### src/rtl/scbe_pkg.sv
package scbe_pkg;

    // Width of local and base-frame coordinates inside the block.
    localparam int LW = 40;
    // Width of the CORDIC angle accumulator (32-bit turn plus headroom).
    localparam int ZW = 34;
    localparam int CORDIC_STAGES = 30;
    localparam logic signed [41:0] CORDIC_GAIN_Q30 = 42'sd652032874;

    typedef enum logic [1:0] {
        OP_SQRT,
        OP_DIV,
        OP_ROT,
        OP_VEC
    } t_op;

    typedef struct packed {
        logic                 start;
        t_op                  op;
        logic [63:0]          a;
        logic [31:0]          b;
        logic signed [LW-1:0] x;
        logic signed [LW-1:0] y;
    } t_req;

    typedef struct packed {
        logic                 done;
        logic                 busy;
        logic [63:0]          q;
        logic signed [LW-1:0] x;
        logic signed [LW-1:0] y;
        logic signed [ZW-1:0] z;
    } t_rsp;

    // Arctangent of 2^-i as a fraction of a 32-bit turn.
    function automatic logic [29:0] atan_turn(input logic [4:0] idx);
        logic [29:0] v;
        case (idx)
            5'd0:  v = 30'd536870912;
            5'd1:  v = 30'd316933406;
            5'd2:  v = 30'd167458907;
            5'd3:  v = 30'd85004756;
            5'd4:  v = 30'd42667331;
            5'd5:  v = 30'd21354465;
            5'd6:  v = 30'd10679838;
            5'd7:  v = 30'd5340245;
            5'd8:  v = 30'd2670163;
            5'd9:  v = 30'd1335087;
            5'd10: v = 30'd667544;
            5'd11: v = 30'd333772;
            5'd12: v = 30'd166886;
            5'd13: v = 30'd83443;
            5'd14: v = 30'd41722;
            5'd15: v = 30'd20861;
            5'd16: v = 30'd10430;
            5'd17: v = 30'd5215;
            5'd18: v = 30'd2608;
            5'd19: v = 30'd1304;
            5'd20: v = 30'd652;
            5'd21: v = 30'd326;
            5'd22: v = 30'd163;
            5'd23: v = 30'd81;
            5'd24: v = 30'd41;
            5'd25: v = 30'd20;
            5'd26: v = 30'd10;
            5'd27: v = 30'd5;
            5'd28: v = 30'd3;
            5'd29: v = 30'd1;
            default: v = 30'd0;
        endcase
        return v;
    endfunction

endpackage

### src/rtl/scbe_iter.sv
module scbe_iter (
    input  logic          i_clk,
    input  logic          i_rst_n,
    input  scbe_pkg::t_req i_req,
    output scbe_pkg::t_rsp o_rsp
);

    typedef enum logic {
        U_IDLE,
        U_RUN
    } t_ust;

    localparam logic signed [33:0] QUARTER = 34'sd1073741824;
    localparam logic signed [33:0] HALF    = 34'sd2147483648;

    t_ust               r_st;
    scbe_pkg::t_op      r_op;
    logic [6:0]         r_cnt;
    logic [64:0]        r_rem;
    logic [63:0]        r_root;
    logic [63:0]        r_bit;
    logic [31:0]        r_div;
    logic signed [41:0] r_cx;
    logic signed [41:0] r_cy;
    logic signed [33:0] r_cz;
    logic               r_neg;
    logic               r_done;

    logic signed [41:0] dx, dy, n_cx, n_cy;
    logic signed [33:0] at, n_cz;
    logic signed [33:0] s_ta;
    logic               s_neg;
    logic [64:0]        sq_trial;
    logic [32:0]        dv_rem;
    logic               last;
    logic signed [41:0] vx_in, vy_in;
    logic               n_done;

    always_comb begin
        dx = r_cy >>> r_cnt[4:0];
        dy = r_cx >>> r_cnt[4:0];
        at = 34'(scbe_pkg::atan_turn(r_cnt[4:0]));
        if (r_op == scbe_pkg::OP_ROT) begin
            if (r_cz >= 0) begin
                n_cx = r_cx - dx; n_cy = r_cy + dy; n_cz = r_cz - at;
            end else begin
                n_cx = r_cx + dx; n_cy = r_cy - dy; n_cz = r_cz + at;
            end
        end else begin
            if (r_cy >= 0) begin
                n_cx = r_cx + dx; n_cy = r_cy - dy; n_cz = r_cz + at;
            end else begin
                n_cx = r_cx - dx; n_cy = r_cy + dy; n_cz = r_cz - at;
            end
        end
        sq_trial = {1'b0, r_root} + {1'b0, r_bit};
        dv_rem   = {r_rem[31:0], r_bit[63]};
        case (r_op)
            scbe_pkg::OP_SQRT: last = (r_cnt == 7'd31);
            scbe_pkg::OP_DIV:  last = (r_cnt == 7'd63);
            default:           last = (r_cnt == 7'(scbe_pkg::CORDIC_STAGES - 1));
        endcase
        // Fold the heading into the right half-plane before rotating.
        s_ta  = 34'($signed(i_req.a[31:0]));
        s_neg = 1'b0;
        if (s_ta > QUARTER) begin
            s_ta  = s_ta - HALF;
            s_neg = 1'b1;
        end else if (s_ta < -QUARTER) begin
            s_ta  = s_ta + HALF;
            s_neg = 1'b1;
        end
        vx_in = 42'(i_req.x);
        vy_in = 42'(i_req.y);
        // A vectoring request for the origin finishes at once.
        if (r_st == U_RUN) begin
            n_done = last;
        end else begin
            n_done = i_req.start && (i_req.op == scbe_pkg::OP_VEC) &&
                     (vx_in == 0) && (vy_in == 0);
        end
    end

    always_ff @(posedge i_clk) begin
        if (!i_rst_n) begin
            r_st   <= U_IDLE;
            r_done <= 1'b0;
            r_cnt  <= '0;
            r_op   <= scbe_pkg::OP_SQRT;
        end else begin
            r_done <= n_done;
            case (r_st)
                U_IDLE: begin
                    if (i_req.start) begin
                        r_op  <= i_req.op;
                        r_cnt <= '0;
                        case (i_req.op)
                            scbe_pkg::OP_SQRT: begin
                                r_rem  <= {1'b0, i_req.a};
                                r_root <= '0;
                                r_bit  <= 64'd1 << 62;
                                r_st   <= U_RUN;
                            end
                            scbe_pkg::OP_DIV: begin
                                r_rem  <= '0;
                                r_root <= '0;
                                r_bit  <= i_req.a;
                                r_div  <= i_req.b;
                                r_st   <= U_RUN;
                            end
                            scbe_pkg::OP_ROT: begin
                                r_cx  <= scbe_pkg::CORDIC_GAIN_Q30;
                                r_cy  <= '0;
                                r_cz  <= s_ta;
                                r_neg <= s_neg;
                                r_st  <= U_RUN;
                            end
                            default: begin
                                // A point at the origin has bearing zero.
                                if (vx_in == 0 && vy_in == 0) begin
                                    r_cz   <= '0;
                                end else if (vx_in < 0) begin
                                    r_cx <= -vx_in;
                                    r_cy <= -vy_in;
                                    r_cz <= HALF;
                                    r_st <= U_RUN;
                                end else begin
                                    r_cx <= vx_in;
                                    r_cy <= vy_in;
                                    r_cz <= '0;
                                    r_st <= U_RUN;
                                end
                            end
                        endcase
                    end
                end
                U_RUN: begin
                    r_cnt <= r_cnt + 7'd1;
                    case (r_op)
                        scbe_pkg::OP_SQRT: begin
                            if (r_rem >= sq_trial) begin
                                r_rem  <= r_rem - sq_trial;
                                r_root <= (r_root >> 1) + r_bit;
                            end else begin
                                r_root <= r_root >> 1;
                            end
                            r_bit <= r_bit >> 2;
                        end
                        scbe_pkg::OP_DIV: begin
                            if (dv_rem >= {1'b0, r_div}) begin
                                r_rem  <= 65'(dv_rem - {1'b0, r_div});
                                r_root <= {r_root[62:0], 1'b1};
                            end else begin
                                r_rem  <= 65'(dv_rem);
                                r_root <= {r_root[62:0], 1'b0};
                            end
                            r_bit <= r_bit << 1;
                        end
                        default: begin
                            r_cz <= n_cz;
                            if (last && r_op == scbe_pkg::OP_ROT && r_neg) begin
                                r_cx <= -n_cx;
                                r_cy <= -n_cy;
                            end else begin
                                r_cx <= n_cx;
                                r_cy <= n_cy;
                            end
                        end
                    endcase
                    if (last) begin
                        r_st   <= U_IDLE;
                    end
                end
                default: r_st <= U_IDLE;
            endcase
        end
    end

    assign o_rsp.done = r_done;
    assign o_rsp.busy = (r_st == U_RUN);
    assign o_rsp.q    = r_root;
    assign o_rsp.x    = 40'(r_cx);
    assign o_rsp.y    = 40'(r_cy);
    assign o_rsp.z    = r_cz;

endmodule

### config.mk
export PLATFORM = sky130hd
export DESIGN_NAME = scbe_iter
export DESIGN_NICKNAME = d
export VERILOG_FILES = /design/src/rtl/scbe_pkg.sv /design/src/rtl/scbe_iter.sv
export SDC_FILE = /design/constraint.sdc
export NUM_CORES = 2
export LEC_CHECK = 0
export BUFFER_PORTS_ARGS = -buffer_cell sky130_fd_sc_hd__buf_2
export CORE_UTILIZATION = 56
export DETAILED_ROUTE_END_ITERATION = 16
export PLACE_DENSITY = 0.83
export SYNTH_ARGS = -nofsm -noshare
export SYNTH_HDL_FRONTEND = slang
export SYNTH_SLANG_ARGS = --single-unit
### constraint.sdc
create_clock -name i_clk -period 12.8 [get_ports i_clk]
set_input_delay 1.92 -clock i_clk [delete_from_list [all_inputs] [get_ports i_clk]]
set_output_delay 1.92 -clock i_clk [all_outputs]
set_load 0.005 [all_outputs]
# [Yosys cells after proc, flatten, opt, wreduce, memory -nomap -nowiden]
# Memories as Yosys holds them, arrays and structs flattened. A register that Yosys moved wholly into a read port is not among the register bits.
# Cells that the tools add are included.
[word_totals] elab_cells=136 ram_bits=0 latch_bits=0 out_inout_bits=180 n_memories=1 regBits=355 in_bits=181 rom_bits=960
[memory_table] name="(name not given)" words=32 width=30 read_ports=1 rd_clocked_by_memory_dff=1 write_ports=0 line_no="scbe_pkg.sv:38" rtl="case (idx)"
[op_classes] shifts=2 muxes=59 reduce_logical=21 eq_ne=16 div_mod_pow=0 multipliers=0 bitwise=1 add_sub_neg=17 n_lt_le_gt_ge=7
[ops] op="$mux W42" n=16
[ops] op="$pmux W64 S2" n=5
[ops] op="$pmux W65 S2" n=3
[ops] op="$pmux W42 S2" n=4
[ops] op="$mux W64" n=4
[ops] op="$mux W34" n=7
[ops] op="$mux W65" n=3
[ops] op="$pmux W34 S2" n=2
[ops] op="$add A42 B42 Y42" n=2
[ops] op="$logic_not A42 Y1" n=2
[ops] op="$neg A40 Y42" n=2
[ops] op="$neg A42 Y42" n=2
[ops] op="$sshr A42 B5 Y42" n=2
[ops] op="$sub A42 B42 Y42" n=2
[ops] op="$add A64 B64 Y65" n=1
[ops] op="$ge A65 B65 Y1" n=1
[ops] op="$sub A65 B65 Y65" n=1
[ops] op="$add A63 B64 Y64" n=1
[ops] op="$mux W32" n=2
[ops] op="$ge A42 B1 Y1 const B" n=1
[ops] op="$lt A40 B1 Y1 const B" n=1
[ops] op="$add A32 B33 Y34 const B" n=1
[ops] op="$add A34 B31 Y34" n=1
[ops] op="$ge A34 B1 Y1 const B" n=1
[ops] op="28 further kinds" n=56

# [Logic depth before layout (Yosys ltp)]
[depth] depth_word=8 mapped_depth=34

# [Worst setup path before layout]
# No wires, ideal clock.
[synth_timing] path_type="register -> register" from="reg r_root[9]" to="reg r_rem[0], enable pin" slack_ns=1.542 setup_ns=0.606 synth_period_minus_slack_ns=11.258 t_required_ns=12.194 stages_incl_launch_ff=30 t_arrival_ns=10.652 path_cell_list="edfxtp_1 ha_1 a21o_1 a21o_1 nand2b_1 o21ai_0 a21boi_0 o21ai_0 a21oi_1 o41ai_1 or4_1 nand3_1 a21oi_1 o21ai_0 a21oi_1 xor2_1 ha_1 and3_1 and4_1 nand4_1 a211oi_1 o21ai_1 a21oi_1 nor3_1 o21ai_1 a21oi_1 o31a_1 clkbuf_1 buf_1 a311oi_1"
[synth_via] elab_chain_len=4
[synth_rtl] element="start: declaration" line_no="scbe_iter.sv:20" rtl="logic [63:0] r_root;"
[synth_rtl] element="start signal: assignment" line_no="scbe_iter.sv:143" rtl="r_root <= (r_root >> 1) + r_bit;"
[synth_rtl] element="start signal: assignment" line_no="scbe_iter.sv:145" rtl="r_root <= r_root >> 1;"
[synth_rtl] element="start signal: assignment" line_no="scbe_iter.sv:152" rtl="r_root <= {r_root[62:0], 1'b1};"
[synth_rtl] element="$add A64 B64 Y65" line_no="scbe_iter.sv:56" rtl="sq_trial = {1'b0, r_root} + {1'b0, r_bit};"
[synth_rtl] element="$ge A65 B65 Y1" line_no="scbe_iter.sv:141" rtl="if (r_rem >= sq_trial) begin"
[synth_rtl] element="$ne A3 B3 Y1 (no line)"
[synth_rtl] element="$reduce_and A5 Y1 (no line)"
[synth_rtl] element="end signal: assignment" line_no="scbe_iter.sv:142" rtl="r_rem <= r_rem - sq_trial;"
[synth_rtl] element="end signal: assignment" line_no="scbe_iter.sv:151" rtl="r_rem <= 65'(dv_rem - {1'b0, r_div});"
[synth_rtl] element="end signal: assignment" line_no="scbe_iter.sv:154" rtl="r_rem <= 65'(dv_rem);"
[synth_rtl] element="end: declaration" line_no="scbe_iter.sv:19" rtl="logic [64:0] r_rem;"
# No other way between the ends.
# A chain may end at the register's enable or synchronous reset.

# [Worst setup path in the final report]
[layout_timing] from="reg r_root[0]" to="reg r_root[62], data pin"
[layout_via] elab_chain_len=5
[layout_rtl] element="$add A64 B64 Y65" line_no="scbe_iter.sv:56"
[layout_rtl] element="$ge A65 B65 Y1" line_no="scbe_iter.sv:141"
[layout_rtl] element="$mux W64" line_no="scbe_iter.sv:141"
[layout_rtl] element="$pmux W64 S2" line_no="scbe_iter.sv:139" rtl="case (r_op)"
[layout_rtl] element="$pmux W64 S2" line_no="scbe_iter.sv:92" rtl="case (r_st)"
# No other way between the ends.

==> summary.txt <==
Global route
  – Largest net degree at the start of global routing: 193
  – First-pass GRT wire length: 280.1 mm
  – Grt total ovfl: 0
  – Met1 usage: 0.5041
  – Gr usage total: 0.3895
  – GRT Max-Usage Layer: met2
  – Routing usage on met2: 0.6061
  – Antenna violations before repair: 12
  – GR Util met3: 0.08851
  – Vias in the first global route: 48080

Logic synthesis
  – Post-synth top flop: edfxtp_1
  – Synthesized cell area: 50700 um2
  – Post-synthesis sequential area ratio: 0.2199
  – Ys async rst share: 0
  – EDFF count, synth: 344
  – Avg Synthesized Cell Area: 7.891 um2
  – Post-synthesis cell count: 6425
  – Synthesized flop and latch total: 385
  – Ys Warns: 0
  – Top cell type by total area after synthesis: edfxtp_1
  – Syn Nets: 7079
  – Synth unique cells: 100
  – Top cell type's share of synthesized area: 0.2038
  – Synth area leaders: edfxtp_1 (20%), ha_1 (11%), a21oi_1 (6.3%)

STA
  – Total negative slack: 0 ns
  – Worst hold slack: 0.4952 ns
  – Final setup skew: 0.05892 ns
  – Worst-margin pin slew: 1.124 ns
  – Crit path time final: 9.050 ns
  – Final hold viol count: 0
  – Achievable clock frequency: 0.1105 GHz
  – Final setup violation count: 0
  – Rel. slew slack: 0.2435
  – Slew Limit Fails: 0
  – Final period util: 0.7071
  – RSZ-0062 raised after global routing: false

Worst setup path
  – CP Max Fanout: 75
  – CP endpoint kind: register
  – CP startpoint kind: register
  – CP Class: reg -> reg
  – Worst path arrival time: 9.43 ns
  – Critical Path Max Stage Delay: 0.79 ns
  – Critical Path RT: 13.18 ns
  – CP most frequent cell: o21ai_0
  – CP max stage cell: a221oi_1

CTS
  – Clk sinks: 385
  – CTS clock-pin slew for the worst setup and hold paths: 0.06 ns
  – Clock Latency Late Sink: 0.70 ns
  – Hold_buf cts: 0
  – # H-tree levels: 2
  – CTS tree: done
  – Max Root-Sink Buffers: 3
  – CTS buffer count: 49
  – Post-CTS setup buffer count: 0
  – Resized cells post-CTS: 0
  – Root buffer cell: clkbuf_16

Place
  – PortBufs: 360
  – Detailed Place HPWL: 140.5 mm
  – GP Congestion: 1.016
  – Area post-placement: 52460 um2

Die
  – Die H: 302.9 um
  – Die width: 302.9 um
  – Starting density of the core: 0.5693
  – Full die area: 91740 um2
  – Core ar.: 89060 um2
  – Boundary Pins: 361
  – Number of cell rows: 109

Drt
  – WL/cell: 24.24 um
  – Post-route DRC violation count: 0
  – Vias/cell: 6.784
  – Final WL: 185.4 mm
  – First-pass DRT Iterations: 8
  – 1st-iter DRT viols: 6627
  – Routed vias: 51900
  – DRT antenna net count: 0

Worst hold path
  – Hold Path Class: reg -> reg

Final layout
  – Register Area: 11170 um2
  – Fill count: 8041
  – Post-Layout Inst Area: 54070 um2
  – Multi-input gate area: 36400 um2
  – Layout cells sized above 1: 0.1084
  – Commonest non-fill, non-tap cells in the layout: a21oi_1 (641), nand2_1 (553), o21ai_0 (532), ha_1 (463), nor2_1 (437)
  – Final Util: 0.6072
  – Layout Nets: 7092
  – Layout area overhead: 6.656%
  – Most common cell after layout, fill and taps aside: a21oi_1

Power
  – Power Density: 110.2 nW/um2
  – Static leakage: 22.83 nW
  – Maximum vdd drop: 0.1081 mV

Flow run
  – Number of max-cap violations: 0

Status
  – Status: finished clean
[worst paths after layout]
kind                  start          to  slack [ns]  cells after the start
setup / recovery  r_root[0]  r_root[62]        3.75                     31
hold / removal     r_cnt[6]    r_cnt[6]        0.50                      2
setup reg to reg  r_root[0]  r_root[62]        3.75                     31
hold reg to reg    r_cnt[6]    r_cnt[6]        0.50                      2
[cell usage after synthesis (all sizes together), types with 15 or more instances]
master,number
a2111oi,18
a211o,15
a211oi,90
a21boi,20
a21o,195
a21oi,643
a221oi,22
a22o,15
a22oi,47
a311oi,16
a31oi,64
and2,24
and3,51
buf,158
clkbuf,289
dfxtp,41
edfxtp,344
ha,463
inv,329
mux2,70
mux2i,186
mux4,46
nand2,554
nand2b,70
nand3,147
nand4,82
nor2,444
nor2b,96
nor3,115
nor4,58
o211ai,53
o21a,91
o21ai,551
o21bai,69
o22ai,120
o311ai,15
o31a,20
o31ai,66
o41ai,27
or2,38
or3,43
or4,23
xnor2,234
xor2,209
[layer usage]
layer,up-vias,part of all wire
met5,-,0.00043
met4,12,0.060
met3,559,0.11
met2,3070,0.43
met1,24480,0.40
li1,23780,-
[worst max-delay path, delay by kind of cell (launching register included)]
kind,cells,cell delay (ns)
compound gates,19,5.24
simple gates,5,1.14
buf+inv,3,0.89
fa+ha+maj,3,0.81
flops,1,0.42
xor+xnor,1,0.16
[state kept, by name, summed over array words and instances (netlist names)]
name,flops
at,30
r_bit,64
r_cnt,7
r_cx,42
r_cy,42
r_cz,34
r_div,32
r_done,1
r_neg,1
r_op,2
r_rem,65
r_root,64
r_st,1
[where the power goes]
group	internal (mW)	switching [mW]
sequential	1.49	0.109
combinational	1.11	1.81
clock	0.775	0.669
[metrics by stage]
stage | instances | power (mW) | worst slack [ns]
after global routing | 7644 | 6.255 | 3.081
final | 7650 | 5.961 | 3.750
after floorplan | 6425 | 3.709 | 1.542
after global placement | 7552 | 4.400 | 4.238
after CTS | 7644 | 5.879 | 3.964
after detailed placement | 7552 | 4.433 | 4.018
[logic make-up after synthesis]
family                   Yosys count  synth area share
AND/OR/NAND/NOR                 1789            0.1687
XOR/XNOR                         443           0.07653
AO/OA/AOI/OAI                   2254            0.2791
buffers and inverters            779           0.06474
adder cells (fa/ha/maj)          473            0.1182
flip-flops                       385            0.2199
multiplexers                     302           0.07271
[final cells by class]
| cell class | count | share of cell area |
|---|---|---|
| diodes | 6 | 0.0002777 |
| well taps | 1165 | 0.02696 |
| repair buffers | 409 | 0.04036 |
| flip-flops and latches | 385 | 0.2065 |
| clock buffers | 57 | 0.02323 |
| clock inverters | 35 | 0.006294 |
| multi-input cells | 5261 | 0.6732 |
| inverters | 332 | 0.02319 |
No activity file was read; power rests on OpenSTA's default activity.
